[src/design/gcfd_pkg.sv]
// Shared types and constants for the gimbal command frame decoder.
`default_nettype none
package gcfd_pkg;

   localparam int STORE_DEPTH = 15;
   localparam int COUNT_W     = $clog2(STORE_DEPTH + 1);
   localparam int QUEUE_DEPTH = 2;
   localparam int ECHO_COUNT  = 6;

   localparam logic [7:0] SOF_BYTE  = 8'hAB;
   localparam logic [7:0] EOF_BYTE  = 8'hBA;
   localparam logic [7:0] INIT_BYTE = 8'hCC;

   localparam logic [31:0] LOWER_RESET = 32'h0001_2158;
   localparam logic [31:0] UPPER_RESET = 32'h0001_A4FC;
   localparam logic [31:0] NEAR_LIMIT  = 32'h0000_0010;
   localparam logic [14:0] PITCH_GAIN  = 15'd25000;
   localparam int          GAIN_SHIFT  = 17;

   localparam logic       REG_LOWER = 1'b0;
   localparam logic       REG_UPPER = 1'b1;
   localparam int         ADDR_W    = 3;

   localparam logic [3:0] SLOT_AZ    = 4'd6;
   localparam logic [3:0] SLOT_PITCH = 4'd7;
   localparam logic [3:0] SLOT_CCD   = 4'd8;

   typedef enum logic [2:0] {
      KIND_ECHO  = 3'd0,
      KIND_INIT  = 3'd1,
      KIND_AZ    = 3'd2,
      KIND_PITCH = 3'd3,
      KIND_CCD   = 3'd4
   } kind_type;

   typedef struct packed {
      logic [STORE_DEPTH-1:0][7:0] bytes;
      logic [31:0]                 actual_position;
   } frame_type;

endpackage
`default_nettype wire

[src/design/gcfd_if.sv]
// Handshake channel interfaces for received bytes and decoded results.
`default_nettype none
interface gcfd_req_if;
   logic        valid;
   logic        ready;
   logic [7:0]  rx_byte;
   logic [31:0] actual_position;

   modport source (output valid, rx_byte, actual_position, input ready);
   modport sink (input valid, rx_byte, actual_position, output ready);
endinterface

interface gcfd_rsp_if;
   logic               valid;
   logic               ready;
   gcfd_pkg::kind_type kind;
   logic [7:0]         echo_byte;
   logic [31:0]        target_position;
   logic signed [15:0] target_speed;
   logic               lamp_off;
   logic               last;

   modport source (output valid, kind, echo_byte, target_position, target_speed,
                   lamp_off, last, input ready);
   modport sink (input valid, kind, echo_byte, target_position, target_speed,
                 lamp_off, last, output ready);
endinterface
`default_nettype wire

[src/design/gcfd_front.sv]
// Frame parser: collects bytes into the store and hands closed frames on.
`default_nettype none
module gcfd_front (
   input  wire logic                clock,
   input  wire logic                reset,
   gcfd_req_if.sink                 req_chan,
   output gcfd_pkg::frame_type      frame_out,
   output logic                     push,
   input  wire logic                push_ready
);
   import gcfd_pkg::*;

   logic                        in_frame_ff, in_frame_in;
   logic [COUNT_W-1:0]          count_ff, count_in;
   logic [STORE_DEPTH-1:0][7:0] store_ff, store_in;
   logic                        accept;

   assign req_chan.ready = push_ready;
   assign accept = req_chan.valid && push_ready;

   always_comb begin
      in_frame_in = in_frame_ff;
      count_in    = count_ff;
      store_in    = store_ff;
      push        = 1'b0;
      if (accept) begin
         if (!in_frame_ff) begin
            if (req_chan.rx_byte == SOF_BYTE) begin
               in_frame_in = 1'b1;
               count_in    = '0;
            end
         end else if (req_chan.rx_byte == EOF_BYTE) begin
            in_frame_in = 1'b0;
            push        = 1'b1;
         end else if (count_ff < COUNT_W'(STORE_DEPTH)) begin
            store_in[count_ff[$clog2(STORE_DEPTH)-1:0]] = req_chan.rx_byte;
            count_in = count_ff + 1'b1;
         end
      end
   end

   assign frame_out.bytes           = store_ff;
   assign frame_out.actual_position = req_chan.actual_position;

   always_ff @(posedge clock) begin
      if (reset) begin
         in_frame_ff <= 1'b0;
         count_ff    <= '0;
         store_ff    <= '0;
      end else begin
         in_frame_ff <= in_frame_in;
         count_ff    <= count_in;
         store_ff    <= store_in;
      end
   end

endmodule
`default_nettype wire

[src/design/gcfd_queue.sv]
// Short frame queue between the parser and the result sequencer.
`default_nettype none
module gcfd_queue #(
   parameter int QUEUE_DEPTH = gcfd_pkg::QUEUE_DEPTH
) (
   input  wire logic                clock,
   input  wire logic                reset,
   input  wire gcfd_pkg::frame_type in_data,
   input  wire logic                in_push,
   output logic                     in_ready,
   output gcfd_pkg::frame_type      out_data,
   output logic                     out_valid,
   input  wire logic                out_pop
);
   import gcfd_pkg::*;

   localparam int PTR_W = (QUEUE_DEPTH > 1) ? $clog2(QUEUE_DEPTH) : 1;
   localparam int CNT_W = $clog2(QUEUE_DEPTH + 1);
   localparam logic [PTR_W-1:0] LAST_PTR = PTR_W'(QUEUE_DEPTH - 1);

   frame_type        slot_ff [QUEUE_DEPTH];
   logic [PTR_W-1:0] wr_ptr_ff, wr_ptr_in;
   logic [PTR_W-1:0] rd_ptr_ff, rd_ptr_in;
   logic [CNT_W-1:0] cnt_ff, cnt_in;
   logic             do_push, do_pop;

   assign in_ready  = cnt_ff != CNT_W'(QUEUE_DEPTH);
   assign out_valid = cnt_ff != '0;
   assign out_data  = slot_ff[rd_ptr_ff];
   assign do_push   = in_push && in_ready;
   assign do_pop    = out_pop && out_valid;

   always_comb begin
      wr_ptr_in = wr_ptr_ff;
      rd_ptr_in = rd_ptr_ff;
      cnt_in    = cnt_ff;
      if (do_push) begin
         wr_ptr_in = (wr_ptr_ff == LAST_PTR) ? '0 : wr_ptr_ff + 1'b1;
      end
      if (do_pop) begin
         rd_ptr_in = (rd_ptr_ff == LAST_PTR) ? '0 : rd_ptr_ff + 1'b1;
      end
      case ({do_push, do_pop})
         2'b10:   cnt_in = cnt_ff + 1'b1;
         2'b01:   cnt_in = cnt_ff - 1'b1;
         default: cnt_in = cnt_ff;
      endcase
   end

   always_ff @(posedge clock) begin
      if (do_push) begin
         slot_ff[wr_ptr_ff] <= in_data;
      end
   end

   always_ff @(posedge clock) begin
      if (reset) begin
         wr_ptr_ff <= '0;
         rd_ptr_ff <= '0;
         cnt_ff    <= '0;
      end else begin
         wr_ptr_ff <= wr_ptr_in;
         rd_ptr_ff <= rd_ptr_in;
         cnt_ff    <= cnt_in;
      end
   end

endmodule
`default_nettype wire

[src/design/gcfd_back.sv]
// Result sequencer: echoes a frame, then emits init or the three moves.
`default_nettype none
module gcfd_back (
   input  wire logic                clock,
   input  wire logic                reset,
   input  wire gcfd_pkg::frame_type frame_in,
   input  wire logic                frame_valid,
   output logic                     frame_pop,
   input  wire logic [31:0]         lower_bound,
   input  wire logic [31:0]         upper_bound,
   gcfd_rsp_if.source               rsp_chan
);
   import gcfd_pkg::*;

   frame_type   frame_ff;
   logic        busy_ff, busy_in;
   logic [3:0]  slot_ff, slot_in;
   logic        emit, is_init, is_last;

   logic        neg_ff, near_ff;
   logic [31:0] pos_ff, prod_ff, pitch_ff;
   logic [31:0] lo_diff, lo_back, up_diff, up_back, diff, step, pitch_in;
   logic        near_in;

   logic               out_valid_ff, out_valid_in;
   kind_type           kind_ff, kind_in;
   logic [7:0]         echo_ff, echo_in;
   logic [31:0]        tpos_ff, tpos_in;
   logic signed [15:0] tspd_ff, tspd_in;
   logic               lamp_ff, lamp_in;
   logic               last_ff, last_in;

   function automatic logic [31:0] sext16(input logic [7:0] hi, input logic [7:0] lo);
      return {{16{hi[7]}}, hi, lo};
   endfunction

   assign is_init = (frame_ff.bytes[0] == INIT_BYTE) && (frame_ff.bytes[1] == INIT_BYTE)
                 && (frame_ff.bytes[2] == INIT_BYTE) && (frame_ff.bytes[3] == INIT_BYTE)
                 && (frame_ff.bytes[4] == INIT_BYTE) && (frame_ff.bytes[5] == INIT_BYTE);

   assign frame_pop = !busy_ff && frame_valid;
   assign emit      = busy_ff && (!out_valid_ff || rsp_chan.ready);
   assign is_last   = (slot_ff == SLOT_CCD) || (slot_ff == SLOT_AZ && is_init);

   // pitch clamp: operands, then product, then limit
   always_comb begin
      lo_diff = frame_ff.actual_position - lower_bound;
      lo_back = lower_bound - frame_ff.actual_position;
      up_diff = upper_bound - frame_ff.actual_position;
      up_back = frame_ff.actual_position - upper_bound;
      if (frame_ff.bytes[6][7]) begin
         near_in = (lo_diff < NEAR_LIMIT) || (lo_back < NEAR_LIMIT);
         diff    = lo_diff;
      end else begin
         near_in = (up_diff < NEAR_LIMIT) || (up_back < NEAR_LIMIT);
         diff    = up_diff;
      end
   end

   always_comb begin
      step = prod_ff >> GAIN_SHIFT;
      if (neg_ff) begin
         step     = 32'd0 - step;
         pitch_in = (pos_ff < step) ? step : pos_ff;
      end else begin
         pitch_in = (pos_ff > step) ? step : pos_ff;
      end
      if (near_ff) begin
         pitch_in = '0;
      end
   end

   always_ff @(posedge clock) begin
      neg_ff   <= frame_ff.bytes[6][7];
      near_ff  <= near_in;
      pos_ff   <= sext16(frame_ff.bytes[6], frame_ff.bytes[7]);
      prod_ff  <= 32'(diff * {17'd0, PITCH_GAIN});
      pitch_ff <= pitch_in;
   end

   always_comb begin
      busy_in      = busy_ff;
      slot_in      = slot_ff;
      out_valid_in = out_valid_ff && !rsp_chan.ready;
      kind_in      = kind_ff;
      echo_in      = echo_ff;
      tpos_in      = tpos_ff;
      tspd_in      = tspd_ff;
      lamp_in      = lamp_ff;
      last_in      = last_ff;
      if (frame_pop) begin
         busy_in = 1'b1;
         slot_in = '0;
      end
      if (emit) begin
         out_valid_in = 1'b1;
         slot_in      = slot_ff + 1'b1;
         busy_in      = !is_last;
         echo_in      = '0;
         tpos_in      = '0;
         tspd_in      = '0;
         lamp_in      = 1'b0;
         last_in      = is_last;
         if (slot_ff < 4'(ECHO_COUNT)) begin
            kind_in = KIND_ECHO;
            echo_in = frame_ff.bytes[slot_ff];
         end else if (is_init) begin
            kind_in = KIND_INIT;
            lamp_in = 1'b1;
         end else if (slot_ff == SLOT_AZ) begin
            kind_in = KIND_AZ;
            tpos_in = sext16(frame_ff.bytes[1], frame_ff.bytes[2]);
            tspd_in = $signed({frame_ff.bytes[3], frame_ff.bytes[4]});
         end else if (slot_ff == SLOT_PITCH) begin
            kind_in = KIND_PITCH;
            tpos_in = pitch_ff;
            tspd_in = $signed({frame_ff.bytes[8], frame_ff.bytes[9]});
         end else begin
            kind_in = KIND_CCD;
            tpos_in = sext16(frame_ff.bytes[11], frame_ff.bytes[12]);
            tspd_in = $signed({frame_ff.bytes[13], frame_ff.bytes[14]});
            lamp_in = {frame_ff.bytes[11], frame_ff.bytes[12]} != 16'd0;
         end
      end
   end

   always_ff @(posedge clock) begin
      if (frame_pop) begin
         frame_ff <= frame_in;
      end
      slot_ff <= slot_in;
      kind_ff <= kind_in;
      echo_ff <= echo_in;
      tpos_ff <= tpos_in;
      tspd_ff <= tspd_in;
      lamp_ff <= lamp_in;
      last_ff <= last_in;
   end

   always_ff @(posedge clock) begin
      if (reset) begin
         busy_ff      <= 1'b0;
         out_valid_ff <= 1'b0;
      end else begin
         busy_ff      <= busy_in;
         out_valid_ff <= out_valid_in;
      end
   end

   assign rsp_chan.valid           = out_valid_ff;
   assign rsp_chan.kind            = kind_ff;
   assign rsp_chan.echo_byte       = echo_ff;
   assign rsp_chan.target_position = tpos_ff;
   assign rsp_chan.target_speed    = tspd_ff;
   assign rsp_chan.lamp_off        = lamp_ff;
   assign rsp_chan.last            = last_ff;

endmodule
`default_nettype wire

[src/design/gimbal_command_frame_decoder.sv]
// Top level of the gimbal command frame decoder with its soft limit registers.
// The decoder takes one received byte per cycle. A closing byte hands the
// stored frame and the pitch feedback position to a queue of QUEUE_DEPTH
// frames; the sequencer behind it loads one frame and then emits one result
// per cycle while the receiver takes them (six echo items, then one init
// item or three moves) before it loads the next frame. Bytes are refused
// only while the queue is full. The pitch clamp uses one 32x15 multiplier
// whose result is ready well before the pitch item is emitted. The soft
// limit registers are at byte addresses 0 (lower) and 4 (upper).
`default_nettype none
module gimbal_command_frame_decoder #(
   parameter int QUEUE_DEPTH = gcfd_pkg::QUEUE_DEPTH
) (
   input  wire logic                        clock,
   input  wire logic                        reset,
   gcfd_req_if.sink                         req_chan,
   gcfd_rsp_if.source                       rsp_chan,
   input  wire logic                        psel,
   input  wire logic                        penable,
   input  wire logic                        pwrite,
   input  wire logic [gcfd_pkg::ADDR_W-1:0] paddr,
   input  wire logic [31:0]                 pwdata,
   output logic [31:0]                      prdata,
   output logic                             pready
);
   import gcfd_pkg::*;

   logic [31:0] lower_ff, upper_ff;
   logic        csr_write;
   frame_type   push_frame, pop_frame;
   logic        push, push_ready, pop, pop_valid;

   assign pready    = 1'b1;
   assign csr_write = psel && penable && pwrite;
   assign prdata    = (paddr[2] == REG_UPPER) ? upper_ff : lower_ff;

   always_ff @(posedge clock) begin
      if (reset) begin
         lower_ff <= LOWER_RESET;
         upper_ff <= UPPER_RESET;
      end else if (csr_write) begin
         unique case (paddr[2])
            REG_LOWER: lower_ff <= pwdata;
            REG_UPPER: upper_ff <= pwdata;
            default:   lower_ff <= lower_ff;
         endcase
      end
   end

   gcfd_front u_front (
      .clock      (clock),
      .reset      (reset),
      .req_chan   (req_chan),
      .frame_out  (push_frame),
      .push       (push),
      .push_ready (push_ready)
   );

   gcfd_queue #(
      .QUEUE_DEPTH (QUEUE_DEPTH)
   ) u_queue (
      .clock     (clock),
      .reset     (reset),
      .in_data   (push_frame),
      .in_push   (push),
      .in_ready  (push_ready),
      .out_data  (pop_frame),
      .out_valid (pop_valid),
      .out_pop   (pop)
   );

   gcfd_back u_back (
      .clock       (clock),
      .reset       (reset),
      .frame_in    (pop_frame),
      .frame_valid (pop_valid),
      .frame_pop   (pop),
      .lower_bound (lower_ff),
      .upper_bound (upper_ff),
      .rsp_chan    (rsp_chan)
   );

endmodule
`default_nettype wire

[src/flat_wrapper.sv]
// flat-port wrapper written by rule: the top's interface ports become plain ports
module gimbal_command_frame_decoder_flat import gcfd_pkg::*;
#(
   parameter int QUEUE_DEPTH = gcfd_pkg::QUEUE_DEPTH
)
  (clock, reset, psel, penable, pwrite, paddr, pwdata, prdata, pready, req_chan_valid, req_chan_rx_byte, req_chan_actual_position, req_chan_ready, rsp_chan_valid, rsp_chan_kind, rsp_chan_echo_byte, rsp_chan_target_position, rsp_chan_target_speed, rsp_chan_lamp_off, rsp_chan_last, rsp_chan_ready);
  gcfd_req_if req_chan_i ();
  gcfd_rsp_if rsp_chan_i ();
  input  wire logic clock;
  input  wire logic reset;
  input  wire logic psel;
  input  wire logic penable;
  input  wire logic pwrite;
  input  wire logic [gcfd_pkg::ADDR_W-1:0] paddr;
  input  wire logic [31:0] pwdata;
  output logic [31:0] prdata;
  output logic pready;
  input wire logic [$bits(req_chan_i.valid)-1:0] req_chan_valid;
  input wire logic [$bits(req_chan_i.rx_byte)-1:0] req_chan_rx_byte;
  input wire logic [$bits(req_chan_i.actual_position)-1:0] req_chan_actual_position;
  output wire logic [$bits(req_chan_i.ready)-1:0] req_chan_ready;
  output wire logic [$bits(rsp_chan_i.valid)-1:0] rsp_chan_valid;
  output wire logic [$bits(rsp_chan_i.kind)-1:0] rsp_chan_kind;
  output wire logic [$bits(rsp_chan_i.echo_byte)-1:0] rsp_chan_echo_byte;
  output wire logic [$bits(rsp_chan_i.target_position)-1:0] rsp_chan_target_position;
  output wire logic [$bits(rsp_chan_i.target_speed)-1:0] rsp_chan_target_speed;
  output wire logic [$bits(rsp_chan_i.lamp_off)-1:0] rsp_chan_lamp_off;
  output wire logic [$bits(rsp_chan_i.last)-1:0] rsp_chan_last;
  input wire logic [$bits(rsp_chan_i.ready)-1:0] rsp_chan_ready;
  assign req_chan_i.valid = req_chan_valid;
  assign req_chan_i.rx_byte = req_chan_rx_byte;
  assign req_chan_i.actual_position = req_chan_actual_position;
  assign req_chan_ready = req_chan_i.ready;
  assign rsp_chan_valid = rsp_chan_i.valid;
  assign rsp_chan_kind = rsp_chan_i.kind;
  assign rsp_chan_echo_byte = rsp_chan_i.echo_byte;
  assign rsp_chan_target_position = rsp_chan_i.target_position;
  assign rsp_chan_target_speed = rsp_chan_i.target_speed;
  assign rsp_chan_lamp_off = rsp_chan_i.lamp_off;
  assign rsp_chan_last = rsp_chan_i.last;
  assign rsp_chan_i.ready = rsp_chan_ready;
  gimbal_command_frame_decoder #(.QUEUE_DEPTH(QUEUE_DEPTH)) u_core (.clock(clock), .reset(reset), .req_chan(req_chan_i), .rsp_chan(rsp_chan_i), .psel(psel), .penable(penable), .pwrite(pwrite), .paddr(paddr), .pwdata(pwdata), .prdata(prdata), .pready(pready));
endmodule
[config.mk]
export PLATFORM = sky130hd
export DESIGN_NAME = gimbal_command_frame_decoder_flat
export DESIGN_NICKNAME = d
export VERILOG_FILES = /design/src/design/gcfd_pkg.sv /design/src/design/gcfd_if.sv /design/src/design/gcfd_front.sv /design/src/design/gcfd_queue.sv /design/src/design/gcfd_back.sv /design/src/design/gimbal_command_frame_decoder.sv /design/src/flat_wrapper.sv
export SDC_FILE = /design/constraint.sdc
export NUM_CORES = 2
export LEC_CHECK = 0
export ABC_AREA = 1
export BUFFER_PORTS_ARGS = -buffer_cell sky130_fd_sc_hd__buf_2
export CAP_MARGIN = 30
export CELL_PAD_IN_SITES_DETAIL_PLACEMENT = 1
export CELL_PAD_IN_SITES_GLOBAL_PLACEMENT = 2
export CORE_MARGIN = 5
export CORE_UTILIZATION = 30
export DETAILED_ROUTE_END_ITERATION = 16
export GPL_ROUTABILITY_DRIVEN = 0
export PLACE_DENSITY_LB_ADDON = 0.12
export RECOVER_POWER = 50
export SYNTH_ARGS = -nofsm -noshare
export SYNTH_HDL_FRONTEND = slang
export SYNTH_SLANG_ARGS = --single-unit
[constraint.sdc]
create_clock -name clock -period 10.9 [get_ports clock]
set_clock_uncertainty 0.1 [all_clocks]
set_input_delay 1.09 -clock clock [delete_from_list [all_inputs] [get_ports clock]]
set_output_delay 1.09 -clock clock [all_outputs]
set_load 0.005 [all_outputs]
# Word level (Yosys, flattened, before mapping)
# Memories as Yosys holds them, arrays and structs flattened. A register that Yosys moved wholly into a read port is not among the register bits.
# Cells that the tools add are included.
[word_totals]
ff_bits = 339
ram_bits = 304
inputBits = 82
memories = 1
[mem_list]
columns = ["memory", "depth", "width", "rd", "rd_ports_with_merged_regs", "wr", "line", "text"]
rows = [
  ["u_core.u_queue.slot_ff", 2, 152, 1, 1, 1, "gcfd_queue.sv:21", "frame_type slot_ff [QUEUE_DEPTH];"],
]
[classes]
addsub = 11
n_mul = 1
magnitude_cmp = 11
n_eq_ne = 16
muxes = 41
bitwise_logic = 2
n_reduce_logical = 34
[op_table]
columns = ["op", "count"]
rows = [
  ["2-to-1 mux 32 bit", 7],
  ["< comparator 32 x 5 -> 1 bit (second input constant)", 4],
  ["subtractor 32 bit", 4],
  ["bitwise mux 120 bit", 1],
  ["== test 8 bit (second input constant)", 8],
  ["binary-select mux 8 bit (select 4 bit)", 1],
  ["demux 8 bit (select 4 bit)", 1],
  ["greater-than comparator 32 x 15 -> 1 bit", 1],
  ["< comparator 32 bit", 1],
  ["multiplier 32 x 12 -> 29 bit (second input constant)", 1],
  ["2-to-1 mux 16 bit", 2],
  ["2-to-1 mux 4 bit", 6],
  ["2-to-1 mux 1 bit", 18],
  ["2-to-1 mux 8 bit", 2],
  ["nonzero test 16 bit", 1],
  ["subtractor 1 x 15 -> 16 bit (first input constant)", 1],
  ["logical AND 1 bit", 15],
  ["< comparator 4 x 5 -> 1 bit (second input constant)", 2],
  ["adder 4 x 1 -> 4 bit (second input constant)", 2],
  ["== test 4 x 3 -> 1 bit (second input constant)", 2],
  ["AND reduction 4 bit", 2],
  ["nonzero test 2 bit", 4],
  ["== test 4 bit (second input constant)", 1],
  ["greater-or-equal comparator 4 x 1 -> 1 bit (second input constant)", 1],
  ["other kinds (18)", 28],
]

# Depth between registers and ports, before layout
[depth]
word_depth = 10
depth_mapped = 36
ltp_nobuf = 35

# Modules after synthesis
# A second synthesis with hierarchy kept.
[unflattened]
hier_cells = 4925
area_unflattened_um2 = 43541.8
[by_module_without_submodules]
columns = ["mod", "instances", "cells_per_inst", "area_per_inst_um2"]
rows = [
  ["gcfd_back", 1, 3020, 22963.3],
  ["gcfd_queue", 1, 511, 11529.8],
  ["gcfd_front", 1, 926, 6084.6],
  ["gimbal_command_frame_decoder", 1, 468, 2964.1],
]

# Least setup slack after synthesis
# No wires, ideal clock.
[synth_timing]
path_type = "register to register"
startpoint = "register u_core.u_queue.cnt_ff[0]"
endpoint = "register u_core.u_queue.cnt_ff[1]"
setup_time_ps = 122
arrival_time_ps = 9039
setup_slack_ps = 1639
path_stages_with_launch = 8
period_less_slack_ps = 9261
cell_sequence = "dfxtp_1 -> inv_1 -> a21oi_1 -> ha_1 -> a21oi_1 -> o21ai_0 -> o21ai_0 -> a21oi_1"
[synth_lines]
columns = ["item", "line", "text"]
rows = [
  ["start, declared", "gcfd_queue.sv:24", "logic [CNT_W-1:0] cnt_ff, cnt_in;"],
  ["start signal, assigned", "gcfd_queue.sv:64", "cnt_ff <= cnt_in;"],
  ["nonzero test 2 bit (*)", "gcfd_queue.sv:28", "assign out_valid = cnt_ff != '0;"],
  ["logical AND 1 bit (*)", "gcfd_back.sv:41", "assign frame_pop = !busy_ff && frame_valid;"],
  ["via u_core.pop", "gimbal_command_frame_decoder.sv:31", "logic push, push_ready, pop, pop_valid;"],
  ["logical AND 1 bit (*)", "gcfd_queue.sv:31", "assign do_pop = out_pop && out_valid;"],
  ["== test 2 x 1 -> 1 bit / == test 2 bit (equally long branches)", "gcfd_queue.sv:43", "case ({do_push, do_pop})"],
  ["one-hot mux 2 bit (2 select lines) / nonzero test 2 bit (equally long branches)", "--", ""],
]
# The timed path passes the listed nets; every way through them passes the cells marked *.
# A chain may end at the register's enable or synchronous reset.

# Final worst setup path
[layout_timing]
startpoint = "register u_core.u_queue.cnt_ff[0]"
endpoint = "register u_core.u_back.slot_ff[1] (enable)"
[layout_between]
elab_chain_len = 3
[layout_lines]
columns = ["item", "line", "text"]
rows = [
  ["nonzero test 2 bit", "gcfd_queue.sv:28", ""],
  ["logical AND 1 bit", "gcfd_back.sv:41", ""],
  ["via u_core.pop", "gimbal_command_frame_decoder.sv:31", ""],
  ["nonzero test 2 bit (no line)", "--", ""],
  ["end signal, assigned", "gcfd_back.sv:131", "slot_ff <= slot_in;"],
  ["end, declared", "gcfd_back.sv:17", "logic [3:0] slot_ff, slot_in;"],
]
# The timed path passes the listed nets, and every way through them passes these cells.

==> metrics <==
clock transition at the registers of the reported paths 0.08 ns; WP data required 11.16 ns; top_reg_cell synth edfxtp_1; CP max stage cell clkdlybuf4s25_1; vias in the first global route ~33000; DRC viols 0; Tcrit/Tclk final 0.7622; Final nets around 5500; Tmin final 8.308 ns; synthesized area between 40000 and 50000 µm²; Worst Path Buf+Inv 3; CTS tree built; Slew @ Worst Pin slightly above 8 ns; setup TNS 0 ns; met2 WL 69030 µm; Crit path max-delay family buffers and inverters; Multi-input gate area around 18000 µm²; DR pass1 iterations 5; final WL about 150000 µm; IO Pins between 150 and 200; GRT Total Usage 0.2023; register area share after synthesis 0.4659; Final Hold Vio Count 0; met3 WL a little under 5000 µm; first-pass GRT wire length ~220000 µm; Chip Width ~380 µm; hold_buf cts 0; Vias/cell between 4 and 5; Area Overhead vs Synth 12.76%; Slew headroom -4.362; worst hold path type reg2reg; num rows approximately 140; CTS Root Cell clkbuf_16; share of layout cells above drive strength 1 0.07056; Starting DRT DRC Count 1763; largest net degree at the start of global routing 149; Syn Inst Count 4913; H-tree Lvls 3; initial antenna violation count 3; EDFF count, synth 481; Max-Cap Viols 8; failing checks capacitance limit, slew limit; top cells by count, synth nand2_1 (1370), inv_1 (776), edfxtp_1 (481), a21oi_1 (385), o21ai_0 (365); global route overflow 0; Slew Limit Fails 516; core area about 140000 µm²; CP endpoint kind flip-flop; final design utilization 0.3412; Die ar. 144500 µm²; CP max FO between 100 and 150; Clk Latency, worst-skew pair about 0.7 ns; share of the synthesized area in the top cell type 0.3515; WS Path Type reg2reg; Startpoint Class flip-flop; status complete, but fails checks; post-route ant nets 0; most frequent cell on the critical path inv_1; count of different cell masters after synthesis 56; top layer in use met5; post-CTS sizing 0; mean area per synthesized cell about 8.4 µm²; Max stage delay on crit path between 5 and 6 ns; CTS buffer count a little over 80; Final setup viols 0; fill cell count 16160; metal1 wirelength 72630 µm; most common cell in the synthesized netlist nand2_1; maximum clock rate ~120 MHz; CP cell instances inv_1 > a21oi_4 > clkdlybuf4s25_1 > inv_1 > nand2_1; area leader, netlist edfxtp_1; clock sinks just over 700; asr flop ratio synth 0; initial core utilization 0.3026; Via Count between 30000 and 40000; DP Wirelength 115400 µm; CTS max path bufs 3; #FFs+latches synth approximately 700; crit path DAT 8.57 ns; Synth Warn # 0; routed length per instance ~22 µm; main area contributors after synthesis edfxtp_1 (35%), nand2_1 (13%), dfxtp_1 (11%); Net Count, Synth 5340; IO buf count between 150 and 200; register area between 15000 and 20000 µm²; setup bufs post-CTS 0; Die Ht ~380 µm; unrepaired setup endpoints after global routing no
final timing paths:
path	startpoint	endpoint	slack (ns)	cells after the start
worst max-delay path	u_core.u_queue.cnt_ff[0]$_SDFFE_PP0P_	u_core.u_back.slot_ff[1]$_SDFFCE_PN0P_	2.59	5
worst min-delay path	u_core.u_back.frame_ff[92]$_DFFE_PP_	u_core.u_back.pos_ff[4]$_DFF_P_	0.34	0
worst max register to register	u_core.u_queue.cnt_ff[0]$_SDFFE_PP0P_	u_core.u_back.slot_ff[1]$_SDFFCE_PN0P_	2.59	5
worst min register to register	u_core.u_back.frame_ff[92]$_DFFE_PP_	u_core.u_back.pos_ff[4]$_DFF_P_	0.34	0
area by class of cell:
class                           count  area share
Clock inverter                     53     0.01234
Clock buffer                      101     0.04690
Timing Repair Buffer              208     0.02246
Sequential cell                   716      0.4132
Antenna cell                        1  0.00005400
Inverter                          787     0.06380
Tap cell                         1781     0.04809
Multi-Input combinational cell   3237      0.3931
state kept, by name (all words and copies together), names as in the netlist, 2 cells and up:
name	flops
u_core.u_queue.slot_ff	288
u_core.u_back.frame_ff	144
u_core.u_front.frame_out	112
u_core.lower_ff	32
u_core.upper_ff	32
u_core.u_back.pitch_ff	16
u_core.u_back.rsp_chan.target_position	16
u_core.u_back.rsp_chan.target_speed	16
u_core.u_back.pos_ff	15
u_core.u_back.prod_ff	15
u_core.u_back.rsp_chan.echo_byte	8
u_core.u_back.slot_ff	4
u_core.u_front.count_ff	4
u_core.u_back.rsp_chan.kind	3
u_core.u_queue.cnt_ff	2
stage by stage:
step	setup slack, ns	instances	instance area, µm²	hold slack (ns)
floorplan	1.639	4913	41100	0.2427
global placement	3.571	6726	43680	0.3298
detailed placement	3.523	6729	43710	0.3389
CTS	3.542	6883	46460	0.3280
global route	1.697	6883	46340	0.3353
finish	2.592	6884	46340	0.3386
placed cells by master, fill, tap and decap left out, drive strengths merged, types with 70 or more instances in the layout:
master	n
a21oi	387
buf	148
clkbuf	160
dfxtp	235
edfxtp	481
fa	72
ha	273
inv	782
nand2	1388
nand3	170
nor2	275
o21ai	376
xor2	70
per-layer routing:
| metal | vias to the layer above | GRT usage |
|---|---|---|
| met1 | 15710 | 0.2830 |
| li1 | 16160 | - |
| met5 | - | 0 |
| met2 | 444 | 0.3386 |
| met3 | 136 | 0.02237 |
| met4 | 4 | 0.04372 |
kinds of logic (layout without fill, tap and decap cells):
| kind of cell | count (synthesis) | in the layout | synth area share |
|---|---|---|---|
| xor gates and xnor gates | 85 | 85 | 0.01811 |
| other | 1 | 2 | 0.00009125 |
| buffers and inverters | 960 | 1149 | 0.09140 |
| AOI/OAI and AO/OA | 862 | 862 | 0.1114 |
| muxes | 4 | 4 | 0.0009743 |
| adders and majority gates | 345 | 345 | 0.1182 |
| and+or+nand+nor | 1940 | 1940 | 0.1939 |
| DFF | 716 | 716 | 0.4659 |
Power is not shown: default switching activity piles up to over one toggle a cycle in this logic, so the estimate is an artifact.
